[src/rtl/core/jdr_pkg.sv]
// ----------------------------------------------------------------------------
// jdr_pkg
// shared types and constants of the joystick direction repeat block
// ----------------------------------------------------------------------------
package jdr_pkg;

  localparam int SAMPLE_BITS = 12;
  localparam int TIME_BITS   = 16;
  localparam int TIMER_BITS  = 32;
  localparam int CFG_DATA_W  = 16;
  localparam int CFG_INDEX_W = 3;

  // register defaults; all but the centre are also used when their register holds zero
  localparam logic [SAMPLE_BITS-1:0] CENTER_RESET     = SAMPLE_BITS'(2048);
  localparam logic [SAMPLE_BITS-1:0] ACTIVATION_DFLT  = SAMPLE_BITS'(900);
  localparam logic [SAMPLE_BITS-1:0] RELEASE_DFLT     = SAMPLE_BITS'(500);
  localparam logic [TIME_BITS-1:0]   REPEAT_DELAY_DFLT = TIME_BITS'(350);
  localparam logic [TIME_BITS-1:0]   REPEAT_INTVL_DFLT = TIME_BITS'(140);

  typedef enum logic [2:0] {
    DIR_NONE  = 3'd0,
    DIR_LEFT  = 3'd1,
    DIR_RIGHT = 3'd2,
    DIR_DOWN  = 3'd3,
    DIR_UP    = 3'd4
  } dir_t;

  typedef enum logic [CFG_INDEX_W-1:0] {
    CFG_CENTER_X   = 3'd0,
    CFG_CENTER_Y   = 3'd1,
    CFG_ACTIVATION = 3'd2,
    CFG_RELEASE    = 3'd3,
    CFG_DELAY      = 3'd4,
    CFG_INTERVAL   = 3'd5
  } cfg_reg_t;

  // classifier result: winning direction plus the two threshold tests
  typedef struct packed {
    dir_t dir;
    logic below_act;
    logic below_rel;
  } cls_t;

endpackage

[src/rtl/core/jdr_classify.sv]
// ----------------------------------------------------------------------------
// jdr_classify
// offset from centre, axis pick and threshold tests for one sample
// ----------------------------------------------------------------------------
module jdr_classify (
  input  logic [jdr_pkg::SAMPLE_BITS-1:0] sample_x,
  input  logic [jdr_pkg::SAMPLE_BITS-1:0] sample_y,
  input  logic [jdr_pkg::SAMPLE_BITS-1:0] rest_x,
  input  logic [jdr_pkg::SAMPLE_BITS-1:0] rest_y,
  input  logic [jdr_pkg::SAMPLE_BITS-1:0] act_thr,
  input  logic [jdr_pkg::SAMPLE_BITS-1:0] rel_thr,
  output jdr_pkg::cls_t                   cls
);

  logic signed [jdr_pkg::SAMPLE_BITS:0] dx;
  logic signed [jdr_pkg::SAMPLE_BITS:0] dy;
  logic [jdr_pkg::SAMPLE_BITS-1:0]      ax;
  logic [jdr_pkg::SAMPLE_BITS-1:0]      ay;
  logic [jdr_pkg::SAMPLE_BITS:0]        neg_dx;
  logic [jdr_pkg::SAMPLE_BITS:0]        neg_dy;

  assign dx = $signed({1'b0, sample_x}) - $signed({1'b0, rest_x});
  assign dy = $signed({1'b0, sample_y}) - $signed({1'b0, rest_y});

  assign neg_dx = -dx;
  assign neg_dy = -dy;

  // magnitudes fit in SAMPLE_BITS bits
  assign ax = dx[jdr_pkg::SAMPLE_BITS] ? neg_dx[jdr_pkg::SAMPLE_BITS-1:0]
                                       : dx[jdr_pkg::SAMPLE_BITS-1:0];
  assign ay = dy[jdr_pkg::SAMPLE_BITS] ? neg_dy[jdr_pkg::SAMPLE_BITS-1:0]
                                       : dy[jdr_pkg::SAMPLE_BITS-1:0];

  always_comb begin
    // ties go to the horizontal axis
    if (ax >= ay) begin
      cls.dir = dx[jdr_pkg::SAMPLE_BITS] ? jdr_pkg::DIR_LEFT : jdr_pkg::DIR_RIGHT;
    end else begin
      cls.dir = dy[jdr_pkg::SAMPLE_BITS] ? jdr_pkg::DIR_DOWN : jdr_pkg::DIR_UP;
    end
    cls.below_act = (ax < act_thr) && (ay < act_thr);
    cls.below_rel = (ax < rel_thr) && (ay < rel_thr);
  end

endmodule

[src/rtl/core/joystick_direction_repeat.sv]
// ----------------------------------------------------------------------------
// joystick_direction_repeat
// four-direction joystick decoder with hysteresis and held-direction repeat
// ----------------------------------------------------------------------------
// Each input word carries one x/y ADC sample and the milliseconds since the
// previous sample; each one yields exactly one output word holding a
// direction event (0 none, 1 left, 2 right, 3 down, 4 up). The larger axis
// offset from the configured centre wins, ties go to horizontal. Entering a
// direction needs the activation threshold, staying needs the release
// threshold, a switch needs activation again. A held direction is emitted on
// entry, after the repeat delay and then every repeat interval; the timers
// are 32-bit and saturate. A word with zero elapsed time gives event 0 and
// leaves the state alone. Zero in a threshold or timing register selects its
// default; a release value at or above activation becomes activation / 2.
// Words pass the input and result registers; one word can be taken every
// cycle unless the output stalls: the only loop is the held-direction
// state, updated in a single pass per word. Write the configuration only
// while no word is in flight; writes to indexes 6 and 7 are dropped.
module joystick_direction_repeat (
  input  logic                             clk,
  input  logic                             rst_n,

  input  logic                             in_valid,
  output logic                             in_ready,
  input  logic [jdr_pkg::SAMPLE_BITS-1:0]  in_sample_x,
  input  logic [jdr_pkg::SAMPLE_BITS-1:0]  in_sample_y,
  input  logic [jdr_pkg::TIME_BITS-1:0]    in_elapsed_time,

  output logic                             out_valid,
  input  logic                             out_ready,
  output logic [2:0]                       out_direction_event,

  input  logic                             cfg_write_en,
  input  logic [jdr_pkg::CFG_INDEX_W-1:0]  cfg_index,
  input  logic [jdr_pkg::CFG_DATA_W-1:0]   cfg_data
);

  localparam logic [jdr_pkg::TIMER_BITS-1:0] TIMER_MAX = '1;

  // configuration registers
  logic [jdr_pkg::SAMPLE_BITS-1:0] rest_x_r;
  logic [jdr_pkg::SAMPLE_BITS-1:0] rest_y_r;
  logic [jdr_pkg::SAMPLE_BITS-1:0] activation_r;
  logic [jdr_pkg::SAMPLE_BITS-1:0] release_r;
  logic [jdr_pkg::TIME_BITS-1:0]   delay_r;
  logic [jdr_pkg::TIME_BITS-1:0]   interval_r;

  // input stage
  logic                            s1_valid_r;
  logic [jdr_pkg::SAMPLE_BITS-1:0] s1_x_r;
  logic [jdr_pkg::SAMPLE_BITS-1:0] s1_y_r;
  logic [jdr_pkg::TIME_BITS-1:0]   s1_elapsed_r;

  // held-direction state
  jdr_pkg::dir_t                   held_dir_r,  held_dir_nxt;
  logic [jdr_pkg::TIMER_BITS-1:0]  held_time_r, held_time_nxt;
  logic [jdr_pkg::TIMER_BITS-1:0]  next_rep_r,  next_rep_nxt;

  // result stage
  logic                            out_valid_r;
  jdr_pkg::dir_t                   out_dir_r,   out_dir_nxt;

  logic advance;
  logic s1_fire;

  logic [jdr_pkg::SAMPLE_BITS-1:0] eff_act;
  logic [jdr_pkg::SAMPLE_BITS-1:0] rel_pick;
  logic [jdr_pkg::SAMPLE_BITS-1:0] eff_rel;
  logic [jdr_pkg::TIME_BITS-1:0]   eff_delay;
  logic [jdr_pkg::TIME_BITS-1:0]   eff_interval;

  logic [jdr_pkg::TIMER_BITS:0]    held_sum;
  logic [jdr_pkg::TIMER_BITS-1:0]  held_sat;
  logic [jdr_pkg::TIMER_BITS:0]    rep_sum;
  logic [jdr_pkg::TIMER_BITS-1:0]  rep_sat;

  jdr_pkg::cls_t                   cls;

  // result register drains or is empty: the input stage may move on
  assign advance  = !out_valid_r || out_ready;
  assign s1_fire  = s1_valid_r && advance;
  assign in_ready = !s1_valid_r || advance;

  assign out_valid           = out_valid_r;
  assign out_direction_event = out_dir_r;

  // effective settings, zero picks the default
  assign eff_act      = (activation_r != '0) ? activation_r : jdr_pkg::ACTIVATION_DFLT;
  assign rel_pick     = (release_r != '0) ? release_r : jdr_pkg::RELEASE_DFLT;
  assign eff_rel      = (rel_pick >= eff_act) ? (eff_act >> 1) : rel_pick;
  assign eff_delay    = (delay_r != '0) ? delay_r : jdr_pkg::REPEAT_DELAY_DFLT;
  assign eff_interval = (interval_r != '0) ? interval_r : jdr_pkg::REPEAT_INTVL_DFLT;

  jdr_classify u_classify (
    .sample_x (s1_x_r),
    .sample_y (s1_y_r),
    .rest_x   (rest_x_r),
    .rest_y   (rest_y_r),
    .act_thr  (eff_act),
    .rel_thr  (eff_rel),
    .cls      (cls)
  );

  // saturating timer adds
  assign held_sum = {1'b0, held_time_r}
                  + {{(jdr_pkg::TIMER_BITS - jdr_pkg::TIME_BITS + 1){1'b0}}, s1_elapsed_r};
  assign held_sat = held_sum[jdr_pkg::TIMER_BITS] ? TIMER_MAX
                                                  : held_sum[jdr_pkg::TIMER_BITS-1:0];
  assign rep_sum  = {1'b0, next_rep_r}
                  + {{(jdr_pkg::TIMER_BITS - jdr_pkg::TIME_BITS + 1){1'b0}}, eff_interval};
  assign rep_sat  = rep_sum[jdr_pkg::TIMER_BITS] ? TIMER_MAX
                                                 : rep_sum[jdr_pkg::TIMER_BITS-1:0];

  // one pass of the hysteresis / repeat decision
  always_comb begin
    held_dir_nxt  = held_dir_r;
    held_time_nxt = held_time_r;
    next_rep_nxt  = next_rep_r;
    out_dir_nxt   = jdr_pkg::DIR_NONE;

    if (s1_elapsed_r != '0) begin
      if (held_dir_r == jdr_pkg::DIR_NONE) begin
        // idle: enter on activation
        if (!cls.below_act) begin
          held_dir_nxt  = cls.dir;
          held_time_nxt = '0;
          next_rep_nxt  = {{(jdr_pkg::TIMER_BITS - jdr_pkg::TIME_BITS){1'b0}}, eff_delay};
          out_dir_nxt   = cls.dir;
        end
      end else if (cls.below_rel) begin
        // back inside the release window
        held_dir_nxt  = jdr_pkg::DIR_NONE;
        held_time_nxt = '0;
        next_rep_nxt  = '0;
      end else if ((cls.dir != held_dir_r) && !cls.below_act) begin
        // switch to another direction, full activation met
        held_dir_nxt  = cls.dir;
        held_time_nxt = '0;
        next_rep_nxt  = {{(jdr_pkg::TIMER_BITS - jdr_pkg::TIME_BITS){1'b0}}, eff_delay};
        out_dir_nxt   = cls.dir;
      end else begin
        // still held: run the repeat timer
        held_time_nxt = held_sat;
        if (held_sat >= next_rep_r) begin
          next_rep_nxt = rep_sat;
          out_dir_nxt  = held_dir_r;
        end
      end
    end
  end

  // configuration writes
  always_ff @(posedge clk) begin
    if (!rst_n) begin
      rest_x_r     <= jdr_pkg::CENTER_RESET;
      rest_y_r     <= jdr_pkg::CENTER_RESET;
      activation_r <= jdr_pkg::ACTIVATION_DFLT;
      release_r    <= jdr_pkg::RELEASE_DFLT;
      delay_r      <= jdr_pkg::REPEAT_DELAY_DFLT;
      interval_r   <= jdr_pkg::REPEAT_INTVL_DFLT;
    end else if (cfg_write_en) begin
      unique case (cfg_index)
        jdr_pkg::CFG_CENTER_X:   rest_x_r     <= cfg_data[jdr_pkg::SAMPLE_BITS-1:0];
        jdr_pkg::CFG_CENTER_Y:   rest_y_r     <= cfg_data[jdr_pkg::SAMPLE_BITS-1:0];
        jdr_pkg::CFG_ACTIVATION: activation_r <= cfg_data[jdr_pkg::SAMPLE_BITS-1:0];
        jdr_pkg::CFG_RELEASE:    release_r    <= cfg_data[jdr_pkg::SAMPLE_BITS-1:0];
        jdr_pkg::CFG_DELAY:      delay_r      <= cfg_data[jdr_pkg::TIME_BITS-1:0];
        jdr_pkg::CFG_INTERVAL:   interval_r   <= cfg_data[jdr_pkg::TIME_BITS-1:0];
        default: begin
          // unused index, dropped
        end
      endcase
    end
  end

  // input register
  always_ff @(posedge clk) begin
    if (!rst_n) begin
      s1_valid_r <= 1'b0;
    end else if (in_ready) begin
      s1_valid_r <= in_valid;
    end
  end

  always_ff @(posedge clk) begin
    if (in_valid && in_ready) begin
      s1_x_r       <= in_sample_x;
      s1_y_r       <= in_sample_y;
      s1_elapsed_r <= in_elapsed_time;
    end
  end

  // state and result register, updated as a word leaves the input stage
  always_ff @(posedge clk) begin
    if (!rst_n) begin
      held_dir_r  <= jdr_pkg::DIR_NONE;
      held_time_r <= '0;
      next_rep_r  <= '0;
      out_valid_r <= 1'b0;
    end else begin
      if (s1_fire) begin
        held_dir_r  <= held_dir_nxt;
        held_time_r <= held_time_nxt;
        next_rep_r  <= next_rep_nxt;
      end
      if (advance) begin
        out_valid_r <= s1_valid_r;
      end
    end
  end

  always_ff @(posedge clk) begin
    if (s1_fire) begin
      out_dir_r <= out_dir_nxt;
    end
  end

endmodule

[config.mk]
export PLATFORM = sky130hd
export DESIGN_NAME = joystick_direction_repeat
export DESIGN_NICKNAME = d
export VERILOG_FILES = /design/src/rtl/core/jdr_pkg.sv /design/src/rtl/core/jdr_classify.sv /design/src/rtl/core/joystick_direction_repeat.sv
export SDC_FILE = /design/constraint.sdc
export NUM_CORES = 1
export LEC_CHECK = 0
export ABC_AREA = 1
export BUFFER_PORTS_ARGS = -buffer_cell sky130_fd_sc_hd__clkbuf_2
export CORE_ASPECT_RATIO = 2
export CORE_MARGIN = 2
export CORE_UTILIZATION = 41
export DETAILED_ROUTE_END_ITERATION = 8
export PLACE_DENSITY = 0.6
export SLEW_MARGIN = 0
export SYNTH_ARGS = -nofsm -noshare
export SYNTH_HDL_FRONTEND = slang
export SYNTH_SLANG_ARGS = --single-unit
[constraint.sdc]
create_clock -name clk -period 12.9 [get_ports clk]
set_input_delay 1.29 -clock clk [delete_from_list [all_inputs] [get_ports clk]]
set_output_delay 1.29 -clock clk [all_outputs]
set_load 0.02 [all_outputs]
==> results.cfg <==
[run_status]
status = finished clean

[pwr]
combPwrFrac_pct = 34.9
p_per_area_nw_per_um2 = 120.8
p_int_w = 0.001122
seqPwrFrac_pct = 35.1
power_frac_clock_pct = 30.0
total_leakage_power_nw = 7.263
p_sw_share_pct = 40.64
peakVddDrop_uv = 105.3
p_sw_w = 0.0007679

[clock_tree]
cts_resized = 0
post_cts_buffers = 0
htreeDepth = 4
clockBufferDepth = 2
cts.hold.buffers_added = 0
cts_tree = built
clk_pin_slew_worst_paths_ns = 0.08
clk_latency_ns = 0.47
cts_made_buffers = 17
clock-sinks = 192
ctsRootBufferMaster = clkbuf_16

[detailed_routing]
vias_per_cell = 5.360
drc_errors = 0
dr.pass1.iters = 5
antenna_left = 0
wirelength_um = 44230
num_vias = 13660
wl_per_cell_um = 17.35
drtIter0Drc = 660

[setup_path]
critPathMaxFanout = 38
crit_slowest_cell = nand2_2
worstSetupStartpointType = flop
cp_top_family = simple AND/OR/NAND/NOR gates
arrival_ns = 7.58
crit_path_frequent_cell = nand2_1
worstPathRequired_ns = 13.27
crit_type = reg -> reg
path_buf_inv = 3
cpPeakStageDelay_ns = 0.88
end_kind = flop

[floorplanning]
die_y_um = 270.2
initial_core_util_pct = 41.56
coreArea_sq_um = 34950
ios = 69
rows = 97
die_w_um = 137.1
die-area_sq_um = 37040

[layout]
most-common-layout-cells = nand2_1 (465), inv_1 (266), a21oi_1 (188)
fill_cells = 3711
fin_nets = 2308
finalCoreUtilization_pct = 44.73
seqCellArea_sq_um = 4274
multiInputGateArea_sq_um = 8712
instances_no_fill = 2549
mostFrequentLayoutCell = nand2_1
area_delta_synth_final_pct = 7.649
antennaDiodeCount = 0
drive_above_1_share_pct = 10.41

[grt]
grt_overflow = 0
grt_max_degree = 92
grt_first_pass_wirelength_um = 70120
grt_pass1_vias = 13950
antenna_found_initial = 0
grt_util_all_layers_pct = 24.59

[logic_synthesis]
synth_area_sq_um = 14530
synth-main-ff-cell = dfxtp_1
ys_seq_elements = 192
syn_area_per_cell_sq_um = 7.000
yosysWarningCount = 0
synth_edf_count = 43
ys_seq_area_share_pct = 29.43
yosysTopAreaCellShare_pct = 20.54
async_reset_ff_share_pct = 0
synth_cell_types = 59
syn-num-nets = 2292
netlist_top_cells_area = dfxtp_1 (21%), ha_1 (13%), nand2_1 (12%)
yosysTopAreaCell = dfxtp_1
syn_inst = 2075

[timing]
rsz0062_at_grt = false
max_slew_margin_pct = 16.39
finalSetupTns_ns = 0
setup_viol = 0
min_period_ns = 7.212
timing.final.crit_share_pct = 55.91
worstMarginPinSlew_ns = 1.250
report.final.slew_viol_count = 0
clock_skew_ns = 0.01635
whs_ns = 0.4627
timing_hold_violations_final = 0
max_freq_mhz = 138.6

[placement]
routabilityCongestion = 0.9503
dp_hpwl_um = 35260
io_buffer_count = 68
dp.cells = 2517

[worst_hold_path]
worstHoldPathType = reg -> reg

[job]
maxCapViolCount = 0
[registers in the layout (all words and copies together) (netlist names)]
signal and flops:
s1_elapsed_r 16, out_direction_event 3, interval_r 16, rest_x_r 12
next_rep_r 32, s1_y_r 12, s1_x_r 12, delay_r 16
held_time_r 32, held_dir_r 3, release_r 12, activation_r 12
out_valid 1, s1_valid_r 1, rest_y_r 12
[synthesized netlist by cell type, drive strengths merged (2+ instances only)]
library cell,n
a21boi,7
o2111ai,2
a31oi,3
buf,17
nor3,23
a21oi,203
a211oi,7
or2,18
o22ai,2
o21ai,133
nand4,50
nor4,16
xnor2,9
inv,276
dfxtp,149
o21bai,2
o221a,2
ha,149
fa,4
nor2,180
nand3b,8
nand2,509
o211ai,10
edfxtp,43
a21o,4
nand3,149
clkinv,4
clkbuf,61
o221ai,4
xor2,22
[through the flow]
step,power (W),instance area (sq um),setup WS [ns]
2_1_floorplan,0.001167,14530,8.147
3_3_place_gp,0.001326,15010,5.651
3_5_place_dp,0.001334,15010,5.542
4_1_cts,0.001902,15640,5.517
5_1_grt,0.002006,15640,5.116
6_report,0.001890,15640,5.688
[worst min-delay path, delay by kind of cell, from the launching register on]
| kind | cells | cell delay (ns) |
|---|---|---|
| buffers and inverters | 1 | 0.06 |
| DFF | 1 | 0.30 |
| AOI/OAI and AO/OA | 1 | 0.06 |
[metal layers]
layer | track usage, % | up-vias | share of wire [%]
met4 | 17.31 | 0 | 7.9
met2 | 48.78 | 300 | 56
met5 | 0 | - | 0
met1 | 21.15 | 6293 | 33
met3 | 3.791 | 160 | 2.9
li1 | - | 6909 | -
[power groups by stage]
stage / logic, W / registers (W) / clock network [W]
2_1_floorplan: 0.000494 / 0.000672 / 0
6_report: 0.000659 / 0.000664 / 0.000567
3_5_place_dp: 0.000656 / 0.000678 / 0
5_1_grt: 0.000740 / 0.000667 / 0.000600
3_3_place_gp: 0.000648 / 0.000678 / 0
4_1_cts: 0.000659 / 0.000664 / 0.000580
[cell type report]
cell class / count / area share (%)
tap: 445 / 3.561
clock inverter: 15 / 1.272
multi-input combinational: 1523 / 55.72
inverter: 281 / 6.834
clock buffer: 17 / 2.721
sequential: 192 / 27.33
timing repair buffer: 76 / 2.561
[path summary, 6_finish.rpt]
path | from | end | slack [ns] | cells after the start
hold / removal | rest_y_r[2]$_SDFFE_PN0P_ | rest_y_r[2]$_SDFFE_PN0P_ | 0.46 | 2
setup reg to reg | s1_elapsed_r[0]$_DFFE_PP_ | next_rep_r[7]$_SDFFE_PN0P_ | 5.69 | 30
hold reg to reg | rest_y_r[2]$_SDFFE_PN0P_ | rest_y_r[2]$_SDFFE_PN0P_ | 0.46 | 2
setup / recovery | s1_elapsed_r[0]$_DFFE_PP_ | next_rep_r[7]$_SDFFE_PN0P_ | 5.69 | 30
[cell families after synthesis]
| group | count (synthesis) | share of synthesized area, % |
|---|---|---|
| xor+xnor | 31 | 1.869 |
| buf+inv | 360 | 10.60 |
| fa+ha+maj | 153 | 13.39 |
| compound gates | 384 | 14.80 |
| flops | 192 | 29.43 |
| simple gates | 955 | 29.93 |
(Power assumes the default switching activity.)
